`src/design/spcc_pkg.sv`:
```
package spcc_pkg;

	localparam int unsigned CoordW  = 32;
	localparam int unsigned DiffW   = 33;
	localparam int unsigned MagW    = 32;
	localparam int unsigned SumW    = 66;
	localparam int unsigned RootW   = 33;
	localparam int unsigned RemW    = 35;
	localparam int unsigned QuotW   = 31;
	localparam int unsigned NumW    = 63;
	localparam int unsigned RadiusW = 31;
	localparam int unsigned IdxW    = 3;

	typedef enum logic [IdxW-1:0] {
		REG_CENTER_X = 3'd0,
		REG_CENTER_Y = 3'd1,
		REG_CENTER_Z = 3'd2,
		REG_VEL_X    = 3'd3,
		REG_VEL_Y    = 3'd4,
		REG_VEL_Z    = 3'd5,
		REG_RADIUS   = 3'd6
	} reg_idx_t;

	typedef struct packed {
		logic signed [CoordW-1:0] point_x;
		logic signed [CoordW-1:0] point_y;
		logic signed [CoordW-1:0] point_z;
		logic signed [CoordW-1:0] point_vel_x;
		logic signed [CoordW-1:0] point_vel_y;
		logic signed [CoordW-1:0] point_vel_z;
	} in_item_t;

	typedef struct packed {
		logic                     contact;
		logic signed [CoordW-1:0] overlap;
		logic signed [CoordW-1:0] approach_speed;
		logic signed [CoordW-1:0] dir_x;
		logic signed [CoordW-1:0] dir_y;
		logic signed [CoordW-1:0] dir_z;
	} out_item_t;

	typedef struct packed {
		logic [IdxW-1:0]   index;
		logic [CoordW-1:0] data;
	} cfg_item_t;

endpackage

```
`src/design/spcc_sqrt_pipe.sv`:
```
// one root bit per stage, restoring square root over a stalled pipeline
module spcc_sqrt_pipe
	import spcc_pkg::*;
#(
	parameter type side_t = logic
) (
	input  logic              clk,
	input  logic              arst_n,
	input  logic              en,
	input  logic              in_valid,
	input  logic [SumW-1:0]   in_sum,
	input  side_t             in_side,
	output logic              out_valid,
	output logic [RootW-1:0]  out_root,
	output side_t             out_side
);
	localparam int unsigned Steps = RootW;

	logic              vld_s  [Steps+1];
	logic [SumW-1:0]   sum_s  [Steps+1];
	logic [RootW-1:0]  root_s [Steps+1];
	logic [RemW-1:0]   rem_s  [Steps+1];
	side_t             side_s [Steps+1];

	assign vld_s[0]  = in_valid;
	assign sum_s[0]  = in_sum;
	assign root_s[0] = '0;
	assign rem_s[0]  = '0;
	assign side_s[0] = in_side;

	for (genvar k = 0; k < Steps; k++) begin : g_step
		logic [RemW-1:0]  rem_sh;
		logic [RemW-1:0]  trial;
		logic             take;

		always_comb begin
			rem_sh = {rem_s[k][RemW-3:0], sum_s[k][SumW-1:SumW-2]};
			trial  = {root_s[k][RemW-3:0], 2'b01};
			take   = rem_sh >= trial;
		end

		always_ff @(posedge clk or negedge arst_n) begin
			if (!arst_n) begin
				vld_s[k+1] <= 1'b0;
			end else if (en) begin
				vld_s[k+1] <= vld_s[k];
			end
		end

		always_ff @(posedge clk) begin
			if (en) begin
				sum_s[k+1]  <= {sum_s[k][SumW-3:0], 2'b00};
				rem_s[k+1]  <= take ? rem_sh - trial : rem_sh;
				root_s[k+1] <= {root_s[k][RootW-2:0], take};
				side_s[k+1] <= side_s[k];
			end
		end
	end

	assign out_valid = vld_s[Steps];
	assign out_root  = root_s[Steps];
	assign out_side  = side_s[Steps];
endmodule

```
`config.mk`:
```
export PLATFORM = sky130hd
export DESIGN_NAME = spcc_sqrt_pipe
export DESIGN_NICKNAME = d
export VERILOG_FILES = /design/src/design/spcc_pkg.sv /design/src/design/spcc_sqrt_pipe.sv
export SDC_FILE = /design/constraint.sdc
export NUM_CORES = 2
export LEC_CHECK = 0
export BUFFER_PORTS_ARGS = -buffer_cell sky130_fd_sc_hd__buf_4
export CORE_MARGIN = 10
export CORE_UTILIZATION = 45
export CTS_BUF_LIST = sky130_fd_sc_hd__clkbuf_4 sky130_fd_sc_hd__clkbuf_8
export CTS_CLUSTER_SIZE = 16
export DETAILED_ROUTE_END_ITERATION = 6
export SLEW_MARGIN = 20
export SYNTH_ARGS = -nofsm -noshare
export SYNTH_HDL_FRONTEND = slang
export SYNTH_SLANG_ARGS = --single-unit
```
`constraint.sdc`:
```
create_clock -name clk -period 6.5 [get_ports clk]
set_input_delay 0.325 -clock clk [delete_from_list [all_inputs] [get_ports clk]]
set_output_delay 0.325 -clock clk [all_outputs]
set_load 0.01 [all_outputs]
```
# Word level (Yosys, flattened, before mapping)

Index checks and enable logic that the tools add are counted.
Widths: inputs -> output; s select.

Input port bits: 71
Bits in registers: 2709
Logic and storage cells: 261
Output and inout bits: 35

Muxes and demuxes: 32
Add/sub/neg operators: 32
Order comparisons: 33

Operators by type and width:

| kind             | number |
|---|---|
| $mux 33          | 31 |
| $ge 35x10->1     | 1 |
| $ge 35x11->1     | 1 |
| $ge 35x12->1     | 1 |
| $ge 35x13->1     | 1 |
| $ge 35x14->1     | 1 |
| $ge 35x15->1     | 1 |
| $ge 35x16->1     | 1 |
| $ge 35x17->1     | 1 |
| $ge 35x18->1     | 1 |
| $ge 35x19->1     | 1 |
| $ge 35x20->1     | 1 |
| $ge 35x21->1     | 1 |
| $ge 35x22->1     | 1 |
| $ge 35x23->1     | 1 |
| $ge 35x24->1     | 1 |
| $ge 35x25->1     | 1 |
| $ge 35x26->1     | 1 |
| $ge 35x27->1     | 1 |
| $ge 35x28->1     | 1 |
| $ge 35x29->1     | 1 |
| $ge 35x3->1      | 1 |
| $ge 35x30->1     | 1 |
| $ge 35x31->1     | 1 |
| 43 further kinds | 43 |

# Logic depth before layout (Yosys ltp)

Word-level depth: 2
Depth in mapped cells: 15
Mapped depth without buffers: 12

# Worst setup path after synthesis

OpenSTA, ideal clock, no wires.

Path type: reg2reg
Start point: reg rem_s, in the netlist g_step[22].rem_sh[3]
End point: reg rem_s, in the netlist g_step[23].rem_sh[12] (data pin)
Data required time: 6.240 ns
Path buffers: 1
Clock period less this slack: 3.459 ns
Path slack: 3.041 ns
Stages on the path, launching flop included: 11
Arrival time: 3.199 ns
Library setup time: 0.260 ns
Cell sequence: edfxtp_1 > ha_1 > o21ai_0 > a22oi_1 > a2111o_1 > a31oi_1 > o21bai_1 > a221oi_1 > inv_1 > clkbuf_1 > mux2_2

Word-level cells in the longest chain between the ends: 2
Elaborated cells on any way between the ends: 3
Those cells by class: 1 x add/sub; 1 x order compare; 1 x mux

Ends and longest elaborated chain:

| what                                           | RTL line                                   | source |
|---|---|---|
| start, declared                                | spcc_sqrt_pipe.sv:22                       | `logic [RemW-1:0] rem_s [Steps+1];` |
| start signal, assigned by index                | spcc_sqrt_pipe.sv:53                       | `rem_s[k+1] <= take ? rem_sh - trial : rem_sh;` |
| $sub 33x24->33 or $ge 35x24->1 (tied branches) | spcc_sqrt_pipe.sv:53, spcc_sqrt_pipe.sv:39 |  |
| $mux 33 (*)                                    | spcc_sqrt_pipe.sv:53                       |  |

Mark *: on every way between the ends. The rest lies on a longest branch, timed or not.
A chain may end at the register's enable or synchronous reset.

# Final worst setup path

Start point: reg rem_s, in the netlist g_step[22].rem_sh[3]
End point: reg rem_s, in the netlist g_step[23].rem_sh[14] (data pin)

Same word-level chain as after synthesis.

==> flow_metrics.env <==
export IMPL_avgSynthCellArea_sq_um=13.11
export IMPL_die_h_um=546.7
export IMPL_cts_buffers=450
export IMPL_final_cell_mix="2658 x edfxtp_1, 732 x inv_1, 609 x nand2_1"
export IMPL_synth_edf_count=2658
export IMPL_utilization_pct=50.89
export IMPL_yosys_warnings=0
export IMPL_track_usage_pct=16.70
export IMPL_core_sq_um=276300
export IMPL_synthDistinctLibCells=85
export IMPL_path_class="flop to flop"
export IMPL_power_mw=48.99
export IMPL_root_buffer="clkbuf_8"
export IMPL_portBuffers=105
export IMPL_vias=75420
export IMPL_relSlewSlack_pct=26.54
export IMPL_fin_area_sq_um=140600
export IMPL_max_stage_delay_ns=0.70
export IMPL_gp_congestion=0.8832
export IMPL_worstSetupStartpointType="flop"
export IMPL_clk_latency_ns=1.10
export IMPL_hp_class="primary input to asynchronous set/reset pin"
export IMPL_drtIter0Drc=5318
export IMPL_gr_total_overflow=0
export IMPL_syn_nets=10190
export IMPL_fp_dieArea_sq_um=298900
export IMPL_nFillCells=23780
export IMPL_cts_sinks=2691
export IMPL_status="finished, final reports clean"
export IMPL_reg2reg_from="g_step[22].rem_sh[3]$_DFFE_PP_"
export IMPL_setup_viol=0
export IMPL_rsz0062_at_grt="false"
export IMPL_min_period_ns=4.618
export IMPL_first_global_vias=75190
export IMPL_die_w_um=546.7
export IMPL_instances_no_fill=14170
export IMPL_slew_viol_final=0
export IMPL_placed_cell_area_sq_um=130200
export IMPL_synth_ff_type="edfxtp_1"
export IMPL_worstPathRequired_ns=7.32
export IMPL_vias_per_cell=5.324
export IMPL_wirelength_um=258600
export IMPL_nets=10760
export IMPL_clkTransAtPathRegs_ns=0.06
export IMPL_p_per_area_nw_per_um2=348.5
export IMPL_ys_async_sr_fraction_pct=1.226
export IMPL_cp_end_kind="flop"
export IMPL_reg2reg_slack_ns=1.88
export IMPL_finalCritPeriodShare_pct=71.04
export IMPL_cts_max_level=5
export IMPL_drv_cap=0
export IMPL_grt_start_max_net_pins=201
export IMPL_ys_ff_latch=2691
export IMPL_placedCellCount=13200
export IMPL_syn2layout_area_growth_pct=12.61
export IMPL_wl_per_cell_um=18.26
export IMPL_worstRegToRegCells=10
export IMPL_crit_path_max_fanout=27
export IMPL_crit_slowest_cell="a221oi_1"
export IMPL_antenna_found_initial=7
export IMPL_rows=193
export IMPL_clock_skew_final_ns=0.1197
export IMPL_r2r_end="g_step[23].rem_sh[14]$_DFFE_PP_"
export IMPL_max_freq_mhz=216.6
export IMPL_vdd_drop_max_v=0.0001985
export IMPL_synth_area_sq_um=124800
export IMPL_ys_seq_area_share_pct=64.59
export IMPL_arrival_ns=5.44
export IMPL_ios=106
export IMPL_final_common_cell="edfxtp_1"
export IMPL_hold_viol=0
export IMPL_drive_above_1_share_pct=10.96
export IMPL_dpl_hpwl_um=180100
export IMPL_netlist_instances=9523
export IMPL_grt_pass1_wl_um=410000
export IMPL_clk_path_buf_depth=4
export IMPL_antenna_left=0
export IMPL_post_route_drc_count=0
export IMPL_cts_tree="done"
export IMPL_leakagePower_nw=53.89
export IMPL_first_pass_iters=6
export IMPL_worstPathCellList="ha_1 > o21ai_0 > a22oi_1 > a2111o_1 > a31oi_1 > o21bai_1 > a221oi_1 > inv_1 > buf_4 > mux2_2"
export IMPL_setup_tns_ns=0
export IMPL_start_util_pct=45.19
export IMPL_tightest_slew_ns=1.102
[worst max-delay path, delay by kind of cell, from the launching register on]
| kind | cells | cell delay [ns] |
|---|---|---|
| compound gates | 6 | 2.28 |
| buf+inv | 2 | 1.04 |
| flops | 1 | 0.39 |
| fa+ha+maj | 1 | 0.36 |
| mux | 1 | 0.29 |
[synthesized netlist by cell type, types with 61 or more instances]
master | count | area share [%]
a21oi_1 | 548 | 2.2
nand3_1 | 180 | 0.72
nand2_1 | 610 | 1.8
ha_1 | 595 | 6.0
xnor2_1 | 444 | 3.1
nand4_1 | 84 | 0.42
nor2_1 | 561 | 1.7
nor4_1 | 103 | 0.52
nor2b_1 | 78 | 0.39
or4_1 | 64 | 0.38
o21ai_0 | 471 | 1.9
a21o_1 | 254 | 1.5
mux2_2 | 199 | 1.8
and3_1 | 61 | 0.31
nand2b_1 | 130 | 0.65
nor3_1 | 238 | 0.95
o31ai_1 | 63 | 0.38
xor2_1 | 363 | 2.5
clkbuf_1 | 164 | 0.49
inv_1 | 733 | 2.2
or3_1 | 100 | 0.50
edfxtp_1 | 2658 | 64
o21a_1 | 116 | 0.70
[how the worst max path moves through the flow]
stage / startpoint / to / slack, ns / depth (start not counted)
after floorplan: g_step[22].rem_sh[3]$_DFFE_PP_ / g_step[23].rem_sh[12]$_DFFE_PP_ / 3.04 / 10
after global placement: g_step[22].rem_sh[3]$_DFFE_PP_ / g_step[23].rem_sh[9]$_DFFE_PP_ / 2.04 / 10
after detailed placement: g_step[22].rem_sh[3]$_DFFE_PP_ / g_step[23].rem_sh[14]$_DFFE_PP_ / 1.96 / 10
after CTS: g_step[30].rem_sh[6]$_DFFE_PP_ / g_step[31].rem_sh[30]$_DFFE_PP_ / 1.91 / 10
after global routing: g_step[30].rem_sh[6]$_DFFE_PP_ / g_step[31].rem_sh[17]$_DFFE_PP_ / 1.51 / 10
final: g_step[22].rem_sh[3]$_DFFE_PP_ / g_step[23].rem_sh[14]$_DFFE_PP_ / 1.88 / 10
[per-layer routing]
layer | share of wire (%) | track usage [%] | vias to the layer above
met5 | 0.012 | 0 | -
met4 | 3.6 | 6.100 | 4
met3 | 4.2 | 2.277 | 611
met2 | 49 | 28.92 | 1755
met1 | 43 | 21.44 | 36460
li1 | - | - | 36590
[through the flow]
step	hold slack, ns	setup slack, ns
2_1_floorplan	0.02941	3.041
3_3_place_gp	0.2735	2.036
3_5_place_dp	0.2881	1.962
4_1_cts	0.1409	1.911
5_1_grt	0.2356	1.509
6_report	0.2946	1.882
[sequential cells by signal (all words and copies together) (netlist names)]
signal         cells
g_step.rem_sh   1072
sum_s            992
g_step.trial     528
out_root          33
side_s            32
vld_s             32
out_side           1
out_valid          1
[logic make-up (layout without fill, tap and decap cells)]
kind of cell	after synthesis	count (layout)	synth area share, %
multiplexers	226	226	2.011
XOR/XNOR	807	807	5.662
AO/OA/AOI/OAI	1881	1881	9.447
buffers and inverters	920	1855	2.776
adder cells (fa/ha/maj)	595	595	5.963
other	1	3	0.003004
AND/OR/NAND/NOR	2402	2402	9.543
flip-flops	2691	2691	64.59
[power by group]
part,internal (mW),switching (mW),leakage [nW]
combinational,4.65,5.96,23.2
clock,8.01,6.89,4.70
sequential,22.0,1.49,26.0
[what timing repair did]
action / in CTS / in global routing
hold buffers: 141 / 0
gates resized for setup: 0 / 0
setup buffers: 0 / 0
endpoints found under the setup margin: 0 / 0
endpoints found under the hold margin: 194 / 0
[area by class of cell]
cell class / instances / area (sq um) / area share, %
diodes: 2 / 5.005 / 0.003560
clock inverters: 239 / 1705 / 1.213
multi-input cells: 5912 / 40830 / 29.04
repair buffers: 302 / 2800 / 1.992
clock buffers: 579 / 7212 / 5.130
flip-flops and latches: 2691 / 80640 / 57.36
inverters: 735 / 2759 / 1.962
well taps: 3705 / 4636 / 3.297
Power figures use the tool's default switching activity.
